`src/rtl/pnf_pkg.sv`:
```
// pnf_pkg: shared types and constants for the fractal noise block
// no dependencies
package pnf_pkg;
  localparam int unsigned TABLE_SIZE = 256;
  localparam int unsigned FRAC_BITS = 16;
  localparam int unsigned FREQ_BITS = 12;
  localparam int unsigned AMP_BITS = 16;
  localparam int unsigned MAX_OCT = 16;
  localparam logic [1:0] CFG_OCT = 2'd0;
  localparam logic [1:0] CFG_PERS = 2'd1;
  localparam logic [1:0] CFG_LAC = 2'd2;
endpackage

```
`src/rtl/pnf_mul.sv`:
```
// pnf_mul: shared signed 36x36 multiplier
// uses pnf_pkg
module pnf_mul import pnf_pkg::*; (
  input  logic signed [35:0] a_i,
  input  logic signed [35:0] b_i,
  output logic signed [71:0] p_o
);
  assign p_o = a_i * b_i;
endmodule

```
`config.mk`:
```
export PLATFORM = sky130hd
export DESIGN_NAME = pnf_mul
export DESIGN_NICKNAME = d
export VERILOG_FILES = /design/src/rtl/pnf_pkg.sv /design/src/rtl/pnf_mul.sv
export SDC_FILE = /design/constraint.sdc
export NUM_CORES = 2
export LEC_CHECK = 0
export BUFFER_PORTS_ARGS = -buffer_cell sky130_fd_sc_hd__buf_2
export CAP_MARGIN = 20
export CORE_MARGIN = 5
export CORE_UTILIZATION = 30
export DETAILED_ROUTE_END_ITERATION = 16
export PLACE_DENSITY = 0.41
export SETUP_SLACK_MARGIN = 0.4
export SLEW_MARGIN = 20
export SYNTH_ARGS = -nofsm -noshare
export SYNTH_HDL_FRONTEND = slang
export SYNTH_SLANG_ARGS = --single-unit
```
`constraint.sdc`:
```
create_clock -name vclk -period 10.6
set_input_delay 0.53 -clock vclk [all_inputs]
set_output_delay 0.53 -clock vclk [all_outputs]
set_load 0.005 [all_outputs]
```
---- After elaboration in Yosys (flattened, before gate mapping) ----
Index checks and enable logic that the tools add are counted.
storage, ports and cells
  flip-flop bits (word level) ............. 0
  output and inout port bits .............. 72
cells by class
  multipliers ............................. 1
operators by type and width
  kind              count
  $mul A36 B36 Y72  1

---- Logic depth before layout (Yosys ltp) ----
  word-level depth ........................ 1
  mapped depth ............................ 31
  mapped depth without buffers ............ 28

---- Worst setup path after synthesis ----
OpenSTA, ideal clock, no wires.
  path kind ............................... input-to-output
  start point ............................. input port a_i[35]
  end point ............................... output port p_o[69]
  arrival time ............................ 7.971 ns
  cell stages on the path ................. 27
  data required time ...................... 10.070 ns
  setup slack ............................. 2.099 ns
  cells stage by stage .................... clkbuf_1 clkbuf_1 nand2_1 inv_1 fa_1 fa_1 fa_1 inv_1 fa_1 inv_1 fa_1 fa_1 fa_1 inv_1 fa_1 inv_1 ha_1 buf_2 o21ai_0 a21oi_1 nor2_1 or4_4 o21a_4 a31oi_4 a31oi_4 a21oi_2 xor2_1
on the way
  longest elaborated chain between the ends .. 1
ends and longest elaborated chain
  element           line          source
  from (decl)       pnf_mul.sv:4  input logic signed [35:0] a_i,
  $mul A36 B36 Y72  pnf_mul.sv:8  assign p_o = a_i * b_i;
  to (decl)         pnf_mul.sv:6  output logic signed [71:0] p_o
No other way between the ends.

---- Worst setup path after layout ----
  start point ............................. input port b_i[13]
  end point ............................... output port p_o[53]
on the way
  longest elaborated chain between the ends .. 1
ends and longest elaborated chain
  element           line          source
  from (decl)       pnf_mul.sv:5  input logic signed [35:0] b_i,
  $mul A36 B36 Y72  pnf_mul.sv:8
No other way between the ends.

==> run metrics <==
complex-gate fraction of the synthesized area=0.0330; DP Cell Count=6954; CP Data Required Time=10.07 ns; Slew headroom=0.249; core area=between 150000 and 200000 µm²; FFs & Latches=0; synthesized area=45900 µm²; metal2 WL=74600 µm; HPWL Detailed=132000 µm; Port Buffers=144; mean area per synthesized cell=between 9 and 10 µm²; DR vias=between 30000 and 40000; max-slew violations=0; Total GRT Usage=0.196; Final Hold Viols=0; endpoints failing setup=0; Non-Filler Instances=6962; largest family of logic cells by synthesized area=adder cells; fillers=about 16000; Max FO, Critical Path=31; grt total ovfl=0; WL/cell=22.1 µm; Critical Path AT=9.29 ns; Worst setup SP type=input pin; setup_tns=0 ns; Worst-Margin Slew=roughly 1.1 ns; initial antenna violation count=17; Achievable Freq=102 MHz; Site Rows=143; WL final=154000 µm; RSZ-0062 raised after global routing=false; status=finished clean; height of the die=401 µm; placer congestion estimate=around 0.86; clkbuf count=0; adder-cell area share of the yosys netlist=0.661; Routed Antenna Nets=0; CP Capture Type=output port; Synth Area in Simple Gates=0.157; Initial Utilization=0.302; first-pass GRT wire length=~240000 µm; width of the die=401 µm; vias per cell=between 4 and 5; max_cap viols=0; # nets final=6596; Initial DRC Count=around 1500; cell count after synthesis=4985; Crit Path Category=input pin to output port; syn nets=6655; max incr delay on CP=0.72 ns; Post-Synth XOR/XNOR Area=0.0160; worst min-delay path class=input pin to output port; IO Pins=approximately 140; Cell variety after synth=70; max layer used=met5; vias in the first global route=approximately 36000; die area=161000 µm²; yosys warns=0; share of layout cells above drive strength 1=0.0510; Initial DRT Pass Iterations=7; largest net degree at the start of global routing=38; met1 wire length=66700 µm; Seq/Total Area, Yosys=0; Layout area overhead=6.25%; final worst path period share=0.926; fin crit period=9.82 ns; post-synthesis mux area share=0.000245; Reg area=0 µm²; Slowest-stage cell, CP=a21oi_1; DRC violations left=0; met3 wire length=8580 µm; most used cell along the critical path=fa_1
[cell type report]
cell class / instances / area [µm²] / area share
diodes: 8 / 20.0 / 0.000410
well taps: 2030 / 2540 / 0.0521
multi-input cells: 3365 / 39800 / 0.816
inverters: 1335 / 5010 / 0.103
repair buffers: 224 / 1400 / 0.0287
[cells in the mapped netlist, types with 4 or more instances]
| master | number | area share |
|---|---|---|
| and3_1 | 10 | 0.0014 |
| o21bai_1 | 5 | 0.00082 |
| inv_1 | 1335 | 0.11 |
| buf_2 | 6 | 0.00065 |
| o21a_1 | 9 | 0.0015 |
| ha_1 | 219 | 0.060 |
| nand2b_1 | 17 | 0.0023 |
| a211o_1 | 4 | 0.00076 |
| clkbuf_1 | 274 | 0.022 |
| nand4_1 | 15 | 0.0020 |
| or3_1 | 4 | 0.00055 |
| a21o_1 | 41 | 0.0067 |
| nor2b_1 | 35 | 0.0048 |
| and4_1 | 4 | 0.00076 |
| nand3_1 | 8 | 0.00087 |
| a211oi_1 | 4 | 0.00065 |
| nor2_1 | 32 | 0.0026 |
| a41oi_1 | 5 | 0.00095 |
| o21ai_0 | 28 | 0.0031 |
| and2_1 | 561 | 0.076 |
| a21oi_1 | 66 | 0.0072 |
| xnor2_1 | 53 | 0.010 |
| fa_1 | 1379 | 0.60 |
| nand2_1 | 760 | 0.062 |
| o211ai_1 | 7 | 0.0011 |
| xor2_1 | 31 | 0.0059 |
| nor3_1 | 5 | 0.00055 |
| a31oi_1 | 7 | 0.00095 |
[critical path: cells and delay by family]
family	cells	cell delay, ns
buf+inv	7	1.11
xor+xnor	1	0.11
fa+ha+maj	9	4.45
compound gates	7	2.32
simple gates	3	0.77
[path summary, 6_finish.rpt]
path  slack, ns  cells after the start      end    start
max        0.78                     27  p_o[53]  b_i[13]
min        1.72                      3   p_o[0]   b_i[0]
[per-layer routing]
metal	GRT usage	up-vias
met5	0	-
met4	0.0415	4
met3	0.0331	144
met2	0.331	677
met1	0.266	16900
li1	-	13900
[through the flow]
step | hold slack, ns | cell area (µm²) | utilization | setup WS (ns)
after detailed placement | 1.74 | 48700 | 0.321 | 0.801
after global placement | 1.73 | 48700 | 0.321 | 0.776
after floorplan | 1.18 | 45900 | - | 2.10
final | 1.72 | 48800 | 0.321 | 0.779
after CTS | 1.74 | 48700 | 0.321 | 0.783
after global routing | 1.78 | 48800 | 0.321 | 0.439
[logic make-up after synthesis]
kind of cell,Yosys count
buf+inv,1620
fa+ha+maj,1598
simple gates,1463
compound gates,219
xor+xnor,84
mux,1
[timing repair]
action | 4_1_cts | 5_1_grt
endpoints found under the setup margin | 0 | 1
hold buffers | 0 | 0
resized for setup | 0 | 1
setup buffers | 0 | 0
[layout by cell type (no fill, tap or decap), types with 28 or more instances in the layout]
master,instances
fa_1,1379
inv_1,1335
nand2_1,760
and2_1,561
ha_1,219
buf_2,143
buf_4,74
a21oi_1,66
xnor2_1,53
a21o_1,41
nor2b_1,35
nor2_1,32
xor2_1,31
o21ai_0,28
